## config.mk

```make
export PLATFORM = sky130hd
export DESIGN_NAME = integer_to_ascii_formatter_core_flat
export DESIGN_NICKNAME = d
export VERILOG_FILES = /design/src/rtl/core/itf_pkg.sv /design/src/rtl/core/itf_if.sv /design/src/rtl/core/itf_front.sv /design/src/rtl/core/itf_fifo.sv /design/src/rtl/core/itf_back.sv /design/src/rtl/core/integer_to_ascii_formatter_core.sv /design/src/flat_wrapper.sv
export SDC_FILE = /design/constraint.sdc
export NUM_CORES = 1
export LEC_CHECK = 0
export ABC_AREA = 1
export CAP_MARGIN = 40
export CORE_MARGIN = 2
export CORE_UTILIZATION = 60
export CTS_CLUSTER_DIAMETER = 100
export DETAILED_ROUTE_END_ITERATION = 16
export DONT_BUFFER_PORTS = 1
export GPL_TIMING_DRIVEN = 0
export PLACE_DENSITY = 0.77
export SETUP_SLACK_MARGIN = 0.4
export SKIP_CTS_REPAIR_TIMING = 1
export SYNTH_ARGS = -nofsm -noshare
export SYNTH_HDL_FRONTEND = slang
export SYNTH_SLANG_ARGS = --single-unit
```

## constraint.sdc

```tcl
create_clock -name clk -period 7.51 [get_ports clk]
set_clock_uncertainty 0.1 [all_clocks]
set_input_delay 1.502 -clock clk [delete_from_list [all_inputs] [get_ports clk]]
set_output_delay 1.502 -clock clk [all_outputs]
set_load 0.01 [all_outputs]
```

## src/rtl/core/itf_pkg.sv

```systemverilog
package itf_pkg;

  // Operation codes carried in the command field.
  localparam logic [1:0] CMD_UDEC = 2'd0;
  localparam logic [1:0] CMD_SDEC = 2'd1;
  localparam logic [1:0] CMD_HEX  = 2'd2;

  // Character codes.
  localparam logic [7:0] CH_ZERO  = 8'h30;
  localparam logic [7:0] CH_UPPER_A = 8'h41;
  localparam logic [7:0] CH_X     = 8'h78;
  localparam logic [7:0] CH_MINUS = 8'h2D;

  localparam logic [3:0] DEC_MAX_DIGIT = 4'd9;
  localparam logic [7:0] HEX_TEN = 8'h0A;

  typedef struct packed {
    logic hex;
    logic neg;
  } itf_ctl_t;

  function automatic logic [7:0] digit_char(input logic [3:0] d);
    logic [7:0] r;
    if (d <= DEC_MAX_DIGIT) begin
      r = CH_ZERO + {4'd0, d};
    end else begin
      r = CH_UPPER_A + {4'd0, d} - HEX_TEN;
    end
    return r;
  endfunction

endpackage

```

## src/rtl/core/itf_if.sv

```systemverilog
interface itf_in_if;
  logic        valid;
  logic        ready;
  logic [1:0]  command;
  logic [31:0] value;

  modport source (output valid, output command, output value, input ready);
  modport sink   (input valid, input command, input value, output ready);
endinterface

interface itf_out_if;
  logic       valid;
  logic       ready;
  logic [7:0] char_code;
  logic       last_char;

  modport source (output valid, output char_code, output last_char, input ready);
  modport sink   (input valid, input char_code, input last_char, output ready);
endinterface

```

## src/rtl/core/itf_front.sv

```systemverilog
module itf_front #(
  parameter int VALUE_BITS = 32
) (
  itf_in_if.sink                          in_ch,
  input  logic                            fifo_full,
  output logic                            push,
  output itf_pkg::itf_ctl_t               ctl,
  output logic [((VALUE_BITS+3)/4)*4-1:0] mag
);
  import itf_pkg::*;

  localparam int OPW = ((VALUE_BITS + 3) / 4) * 4;
  localparam int CW  = (VALUE_BITS < 32) ? VALUE_BITS : 32;

  logic [VALUE_BITS-1:0] opv;
  logic [VALUE_BITS-1:0] neg_v;
  logic                  known;
  logic                  is_neg;

  // Bits above the operand width are ignored.
  assign opv    = VALUE_BITS'(in_ch.value[CW-1:0]);
  assign is_neg = (in_ch.command == CMD_SDEC) && opv[VALUE_BITS-1];
  // Modulo negation gives the exact magnitude of the most negative value.
  assign neg_v  = ~opv + VALUE_BITS'(1);

  assign known = (in_ch.command == CMD_UDEC) || (in_ch.command == CMD_SDEC) ||
                 (in_ch.command == CMD_HEX);

  // The unused command code is taken and dropped.
  assign in_ch.ready = !fifo_full;
  assign push        = in_ch.valid && !fifo_full && known;
  assign ctl.hex     = (in_ch.command == CMD_HEX);
  assign ctl.neg     = is_neg;
  assign mag         = OPW'(is_neg ? neg_v : opv);

endmodule

```

## src/rtl/core/itf_fifo.sv

```systemverilog
module itf_fifo #(
  parameter int W = 34
) (
  input  logic         clk,
  input  logic         rst_n,
  input  logic         push,
  input  logic [W-1:0] din,
  output logic         full,
  input  logic         pop,
  output logic [W-1:0] dout,
  output logic         empty
);

  logic [W-1:0] mem_r [2];
  logic         wp_r, wp_nxt;
  logic         rp_r, rp_nxt;
  logic [1:0]   cnt_r, cnt_nxt;

  assign full  = (cnt_r == 2'd2);
  assign empty = (cnt_r == 2'd0);
  assign dout  = mem_r[rp_r];

  always_comb begin
    wp_nxt  = push ? ~wp_r : wp_r;
    rp_nxt  = pop ? ~rp_r : rp_r;
    cnt_nxt = cnt_r + {1'b0, push} - {1'b0, pop};
  end

  always_ff @(posedge clk) begin
    if (!rst_n) begin
      wp_r  <= 1'b0;
      rp_r  <= 1'b0;
      cnt_r <= 2'd0;
    end else begin
      wp_r  <= wp_nxt;
      rp_r  <= rp_nxt;
      cnt_r <= cnt_nxt;
    end
  end

  always_ff @(posedge clk) begin
    if (push) begin
      mem_r[wp_r] <= din;
    end
  end

endmodule

```

## src/rtl/core/itf_back.sv

```systemverilog
module itf_back #(
  parameter int VALUE_BITS = 32
) (
  input  logic                            clk,
  input  logic                            rst_n,
  input  logic                            fifo_empty,
  output logic                            pop,
  input  itf_pkg::itf_ctl_t               job_ctl,
  input  logic [((VALUE_BITS+3)/4)*4-1:0] job_mag,
  itf_out_if.source                       out_ch
);
  import itf_pkg::*;

  localparam int NIB  = (VALUE_BITS + 3) / 4;
  localparam int OPW  = NIB * 4;
  localparam int DIGS = (VALUE_BITS * 1233) / 4096 + 1;
  localparam int BW   = DIGS * 4;
  localparam int IW   = $clog2(DIGS);
  localparam int CNTW = $clog2(NIB + 1);

  localparam logic [1:0] ST_IDLE = 2'd0;
  localparam logic [1:0] ST_CONV = 2'd1;
  localparam logic [1:0] ST_LEAD = 2'd2;
  localparam logic [1:0] ST_EMIT = 2'd3;

  logic [1:0]      st_r, st_nxt;
  itf_ctl_t        ctl_r, ctl_nxt;
  logic [OPW-1:0]  mag_r, mag_nxt;
  logic [BW-1:0]   bcd_r, bcd_nxt;
  logic [CNTW-1:0] cnt_r, cnt_nxt;
  logic [IW-1:0]   idx_r, idx_nxt;
  logic [1:0]      pfx_r, pfx_nxt;
  logic            ov_r, ov_nxt;
  logic [7:0]      ch_r, ch_nxt;
  logic            last_r, last_nxt;

  logic [IW-1:0]   lead;
  logic [7:0]      nch;
  logic            nlast;
  logic            take;
  logic            room;

  // Four shift-and-add-3 steps: folds the next operand nibble into the BCD digits.
  function automatic logic [BW-1:0] dab4(input logic [BW-1:0] b, input logic [3:0] bits);
    logic [BW-1:0] t;
    int s;
    int i;
    t = b;
    for (s = 0; s < 4; s++) begin
      for (i = 0; i < DIGS; i++) begin
        if (t[i*4 +: 4] >= 4'd5) begin
          t[i*4 +: 4] = t[i*4 +: 4] + 4'd3;
        end
      end
      t = {t[BW-2:0], bits[3-s]};
    end
    return t;
  endfunction

  // Highest nonzero digit; a zero value still prints one digit.
  always_comb begin
    lead = '0;
    for (int i = 0; i < DIGS; i++) begin
      if (bcd_r[i*4 +: 4] != 4'd0) begin
        lead = IW'(i);
      end
    end
  end

  always_comb begin
    if (pfx_r != 2'd0) begin
      if (ctl_r.hex) begin
        nch = (pfx_r == 2'd2) ? CH_ZERO : CH_X;
      end else begin
        nch = CH_MINUS;
      end
      nlast = 1'b0;
    end else begin
      nch   = digit_char(bcd_r[int'(idx_r)*4 +: 4]);
      nlast = (idx_r == '0);
    end
  end

  assign take = ov_r && out_ch.ready;
  assign room = !ov_r || out_ch.ready;

  always_comb begin
    st_nxt   = st_r;
    ctl_nxt  = ctl_r;
    mag_nxt  = mag_r;
    bcd_nxt  = bcd_r;
    cnt_nxt  = cnt_r;
    idx_nxt  = idx_r;
    pfx_nxt  = pfx_r;
    ov_nxt   = take ? 1'b0 : ov_r;
    ch_nxt   = ch_r;
    last_nxt = last_r;
    pop      = 1'b0;
    case (st_r)
      ST_IDLE: begin
        if (!fifo_empty) begin
          pop     = 1'b1;
          ctl_nxt = job_ctl;
          mag_nxt = job_mag;
          cnt_nxt = CNTW'(NIB);
          if (job_ctl.hex) begin
            bcd_nxt = BW'(job_mag);
            st_nxt  = ST_LEAD;
          end else begin
            bcd_nxt = '0;
            st_nxt  = ST_CONV;
          end
        end
      end
      ST_CONV: begin
        bcd_nxt = dab4(bcd_r, mag_r[OPW-1 -: 4]);
        mag_nxt = mag_r << 4;
        cnt_nxt = cnt_r - CNTW'(1);
        if (cnt_r == CNTW'(1)) begin
          st_nxt = ST_LEAD;
        end
      end
      ST_LEAD: begin
        idx_nxt = lead;
        pfx_nxt = ctl_r.hex ? 2'd2 : (ctl_r.neg ? 2'd1 : 2'd0);
        st_nxt  = ST_EMIT;
      end
      ST_EMIT: begin
        if (room) begin
          ov_nxt   = 1'b1;
          ch_nxt   = nch;
          last_nxt = nlast;
          if (pfx_r != 2'd0) begin
            pfx_nxt = pfx_r - 2'd1;
          end else if (idx_r != '0) begin
            idx_nxt = idx_r - IW'(1);
          end
          if (nlast) begin
            st_nxt = ST_IDLE;
          end
        end
      end
      default: begin
        st_nxt = ST_IDLE;
      end
    endcase
  end

  always_ff @(posedge clk) begin
    if (!rst_n) begin
      st_r <= ST_IDLE;
      ov_r <= 1'b0;
    end else begin
      st_r <= st_nxt;
      ov_r <= ov_nxt;
    end
  end

  always_ff @(posedge clk) begin
    ctl_r  <= ctl_nxt;
    mag_r  <= mag_nxt;
    bcd_r  <= bcd_nxt;
    cnt_r  <= cnt_nxt;
    idx_r  <= idx_nxt;
    pfx_r  <= pfx_nxt;
    ch_r   <= ch_nxt;
    last_r <= last_nxt;
  end

  assign out_ch.valid     = ov_r;
  assign out_ch.char_code = ch_r;
  assign out_ch.last_char = last_r;

  a_conv_count: assert property (@(posedge clk) disable iff (!rst_n)
    st_r == ST_CONV |-> cnt_r != '0)
    else $error("conversion running with an exhausted nibble count");

  a_pop_idle: assert property (@(posedge clk) disable iff (!rst_n)
    pop |-> st_r == ST_IDLE)
    else $error("queue popped while a number is still in progress");

  a_mid_text: assert property (@(posedge clk) disable iff (!rst_n)
    ov_r && !last_r |-> st_r == ST_EMIT)
    else $error("text left unfinished outside the emit state");

  a_last_out: assert property (@(posedge clk) disable iff (!rst_n)
    st_r == ST_EMIT && room && nlast |=> ov_r && last_r && st_r == ST_IDLE)
    else $error("final character not presented when the text ends");

endmodule

```

## src/rtl/core/integer_to_ascii_formatter_core.sv

```systemverilog
// Channel | Direction | Payload                    | Handshake
// in_ch   | sink      | command[1:0], value[31:0]  | valid/ready
// out_ch  | source    | char_code[7:0], last_char  | valid/ready
//
// A number leaves the queue, goes through BCD conversion (decimal only, four
// operand bits per cycle), has its leading digit found, and then has its
// characters emitted in turn.
// A two-entry queue lets two more numbers be taken while one prints.
// Reset is synchronous and clears the queue and the output valid register.
// A low out_ch.ready holds the current character; in_ch.ready drops when the
// queue is full. Command 3 is taken and yields no characters.
module integer_to_ascii_formatter_core #(
  parameter int VALUE_BITS = 32
) (
  input logic       clk,
  input logic       rst_n,
  itf_in_if.sink    in_ch,
  itf_out_if.source out_ch
);
  import itf_pkg::*;

  localparam int OPW = ((VALUE_BITS + 3) / 4) * 4;
  localparam int CTW = $bits(itf_ctl_t);
  localparam int QW  = CTW + OPW;

  logic           push;
  logic           pop;
  logic           full;
  logic           empty;
  itf_ctl_t       f_ctl;
  logic [OPW-1:0] f_mag;
  logic [QW-1:0]  q_out;
  itf_ctl_t       b_ctl;
  logic [OPW-1:0] b_mag;

  itf_front #(.VALUE_BITS(VALUE_BITS)) u_front (
    .in_ch     (in_ch),
    .fifo_full (full),
    .push      (push),
    .ctl       (f_ctl),
    .mag       (f_mag)
  );

  itf_fifo #(.W(QW)) u_fifo (
    .clk   (clk),
    .rst_n (rst_n),
    .push  (push),
    .din   ({f_ctl, f_mag}),
    .full  (full),
    .pop   (pop),
    .dout  (q_out),
    .empty (empty)
  );

  assign b_ctl = itf_ctl_t'(q_out[QW-1 -: CTW]);
  assign b_mag = q_out[OPW-1:0];

  itf_back #(.VALUE_BITS(VALUE_BITS)) u_back (
    .clk        (clk),
    .rst_n      (rst_n),
    .fifo_empty (empty),
    .pop        (pop),
    .job_ctl    (b_ctl),
    .job_mag    (b_mag),
    .out_ch     (out_ch)
  );

endmodule
```

## src/flat_wrapper.sv

```systemverilog
// flat-port wrapper written by rule: the top's interface ports become plain ports
module integer_to_ascii_formatter_core_flat import itf_pkg::*;
#(
  parameter int VALUE_BITS = 32
)
  (clk, rst_n, in_ch_valid, in_ch_command, in_ch_value, in_ch_ready, out_ch_valid, out_ch_char_code, out_ch_last_char, out_ch_ready);
  itf_in_if in_ch_i ();
  itf_out_if out_ch_i ();
  input logic clk;
  input logic rst_n;
  input wire logic [$bits(in_ch_i.valid)-1:0] in_ch_valid;
  input wire logic [$bits(in_ch_i.command)-1:0] in_ch_command;
  input wire logic [$bits(in_ch_i.value)-1:0] in_ch_value;
  output wire logic [$bits(in_ch_i.ready)-1:0] in_ch_ready;
  output wire logic [$bits(out_ch_i.valid)-1:0] out_ch_valid;
  output wire logic [$bits(out_ch_i.char_code)-1:0] out_ch_char_code;
  output wire logic [$bits(out_ch_i.last_char)-1:0] out_ch_last_char;
  input wire logic [$bits(out_ch_i.ready)-1:0] out_ch_ready;
  assign in_ch_i.valid = in_ch_valid;
  assign in_ch_i.command = in_ch_command;
  assign in_ch_i.value = in_ch_value;
  assign in_ch_ready = in_ch_i.ready;
  assign out_ch_valid = out_ch_i.valid;
  assign out_ch_char_code = out_ch_i.char_code;
  assign out_ch_last_char = out_ch_i.last_char;
  assign out_ch_i.ready = out_ch_ready;
  integer_to_ascii_formatter_core #(.VALUE_BITS(VALUE_BITS)) u_core (.clk(clk), .rst_n(rst_n), .in_ch(in_ch_i), .out_ch(out_ch_i));
endmodule
```

==> flow_metrics.tcl <==
set metrics [dict create \
    port_buffers 0 \
    numCtsBuffers 17 \
    critPathMaxStageDelay_ns 0.43 \
    post-route-drc-count 0 \
    cts_max_level 4 \
    cts_max_path_buffers 2 \
    crit_fanout 4 \
    yosysTopAreaCellShare_pct 39.5 \
    synth_warnings 0 \
    r2r-end "u_core.u_back.bcd_r[37]" \
    wl_mm 28.0 \
    most-common-layout-cells "nand2_1 (450), inv_1 (182), edfxtp_1 (160)" \
    vias_per_cell 5.49 \
    core_area_sq_um 20000 \
    antenna_found_initial 0 \
    initialDrtViolationCount 705 \
    avgSynthCellArea_sq_um 7.78 \
    clock_sinks 168 \
    outcome "complete, no violations" \
    yosysSeqAreaShare_pct 40.8 \
    synth_area_sq_um 12200 \
    drive_gt1_share_pct 11.9 \
    cts-root-buf "clkbuf_16" \
    fin_crit_ns 3.97 \
    multi_input_area_sq_um 6310 \
    final_common_cell "nand2_1" \
    cts_tree "yes" \
    worstHoldStart "u_core.u_fifo.rp_r" \
    path_buf_inv 4 \
    timing.final.crit_share_pct 52.8 \
    postLayoutCoreUtil_pct 66.3 \
    yosysTopAreaCell "edfxtp_1" \
    crit_path_cell_trace "inv_1, ha_1, or2_1, nand2_1, xor2_1, inv_1, ha_1, o21bai_1, nand2_1, xor2_1, ha_1, inv_1, o211ai_1, nand2_1, xnor2_1, ha_1, inv_1, nor2_1, o21ai_2, o21ai_0, nor2_1" \
    dp_hpwl_mm 21.8 \
    gp_congestion 0.902 \
    insertion_delay_ns 0.44 \
    drt_pass1_iterations 5 \
    hold_depth 1 \
    die_w_um 146 \
    rsz0062_at_grt "no" \
    wl_per_cell_um 15.0 \
    start_kind "register" \
    critPathTopFamily "adder cells" \
    synth_cell_types 51 \
    ant_nets 0 \
    min-delay-path-class "register to register" \
    pin_count 49 \
    arrival_ns 4.05 \
    worstSetupPathType "register to register" \
    seqCellArea_sq_um 4960 \
    antenna_cells 0 \
    nFillCells 1684 \
    ys.flop_type "edfxtp_1" \
    ff2ff_setup_slack_ns 3.54 \
    ff2ff_path_depth 21 \
    grt_remaining_overflow 0 \
    areaGrowthSynthToFinish_pct 9.16 \
    cap_violations 0 \
    slew_headroom_pct 50.9 \
    fin_tns_setup_ns 0 \
    required_ns 7.59 \
    syn_inst 1564 \
    rows 52 \
    clk_pin_slew_ns 0.07 \
    timing.fmax_ghz 0.252 \
    synthTopCellsByArea "edfxtp_1 (39%), nand2_1 (14%), ha_1 (6.1%)" \
    grt_pass1_wl_mm 46.6 \
    end_kind "register" \
    synth-edff-count 160 \
    dp_cells 1840 \
    syn_nets 1661 \
    worst_pin_slew_ns 0.734 \
    slew_viol_final 0 \
    grt_pass1_vias 10103 \
    track_usage_pct 27.0 \
    fin_nets 1686 \
    vias 10282 \
    die-area_sq_um 21400 \
    grt_max_degree 25 \
    fin_cells 1872 \
    rr_startpoint "u_core.u_back.bcd_r[36]" \
    hold_viol 0 \
    setup_viol 0 \
    die_h_um 146 \
    start_util_pct 60.7 \
    slowest_stage "edfxtp_1" \
    async_flop_share_pct 0 \
    ys_seq_elements 168 \
]
==> state kept, by name, summed over array words and instances, names as in the netlist, named ones only <==
| signal | cells |
|---|---|
| u_core.u_back.bcd_r | 40 |
| u_core.u_back.ctl_r | 2 |
| u_core.u_fifo.wp_r | 1 |
| u_core.u_back.out_ch.last_char | 1 |
| u_core.u_back.pfx_r | 2 |
| u_core.u_fifo.cnt_r | 2 |
| u_core.u_back.st_r | 2 |
| u_core.u_back.mag_r | 32 |
| u_core.u_fifo.rp_r | 1 |
| u_core.u_back.idx_r | 4 |
| u_core.u_back.out_ch.valid | 1 |
| u_core.u_fifo.mem_r | 68 |
| u_core.u_back.cnt_r | 4 |
| u_core.u_back.out_ch.char_code | 7 |
==> layout make-up <==
cell class	count	area share, %
Buffer	34	1.06
Clock buffer	21	3.71
Clock inverter	11	0.923
Inverter	206	5.82
Multi-Input combinational cell	1156	47.5
Sequential cell	168	37.4
Tap cell	270	2.54
Timing Repair Buffer	6	1.02
==> worst max-delay path by stage <==
stage	start	to	slack, ns	cells past startpoint
floorplan	u_core.u_back.st_r[1]	u_core.u_back.bcd_r[0]	2.22	6
global placement	u_core.u_back.st_r[1]	u_core.u_back.bcd_r[11]	0.13	6
detailed placement	u_core.u_back.bcd_r[36]	u_core.u_back.bcd_r[37]	3.57	21
CTS	u_core.u_back.bcd_r[36]	u_core.u_back.bcd_r[37]	3.54	21
global route	u_core.u_back.bcd_r[36]	u_core.u_back.bcd_r[37]	3.13	21
finish	u_core.u_back.bcd_r[36]	u_core.u_back.bcd_r[37]	3.54	21
==> layer usage <==
metal  up-vias  share of wire, %  global-route usage [%]
li1       5240                 -                       -
met1      4701                44                    34.3
met2       293                49                    47.2
met3        48               4.5                    4.16
met4         0               2.6                    9.37
met5         -                 0                       0
==> kinds of logic (layout without fill, tap and decap cells) <==
family / after synthesis / count (layout) / synth area share (%)
compound gates: 184 / 184 / 8.54
simple gates: 870 / 870 / 33.6
buf+inv: 240 / 278 / 7.51
other cells: 1 / 1 / 0.0308
flops: 168 / 168 / 40.8
xor+xnor: 42 / 42 / 3.39
fa+ha+maj: 59 / 59 / 6.07
==> Yosys cell counts, types with 4 or more instances <==
cell,n
nand2_1,450
inv_1,182
edfxtp_1,160
nand3_1,122
nor2_1,109
o21ai_0,85
nand2_2,61
ha_1,59
a21oi_1,40
nand4_1,36
nand3_2,31
xor2_1,27
clkbuf_1,22
inv_2,21
o22ai_1,12
xnor2_1,12
nand2_4,11
nand3b_1,11
o21ai_1,11
nor3_1,10
dfxtp_1,8
and2_1,7
buf_1,6
o211ai_1,6
o21ai_2,6
o21bai_1,6
nor4_1,5
or2_1,5
and2_4,4
buf_2,4
o31ai_1,4
==> metrics by stage <==
stage / worst slack [ns] / cell area [sq um] / hold slack [ns]
6_report: 3.54 / 13300 / 0.361
2_1_floorplan: 2.22 / 12200 / 0.325
5_1_grt: 3.13 / 13300 / 0.399
3_3_place_gp: 0.131 / 12500 / 0.331
3_5_place_dp: 3.57 / 12700 / 0.358
4_1_cts: 3.54 / 13300 / 0.366
Power is left out: the tool's default activity adds up to more than one toggle a clock period on the data nets, which glitch-free logic cannot reach.
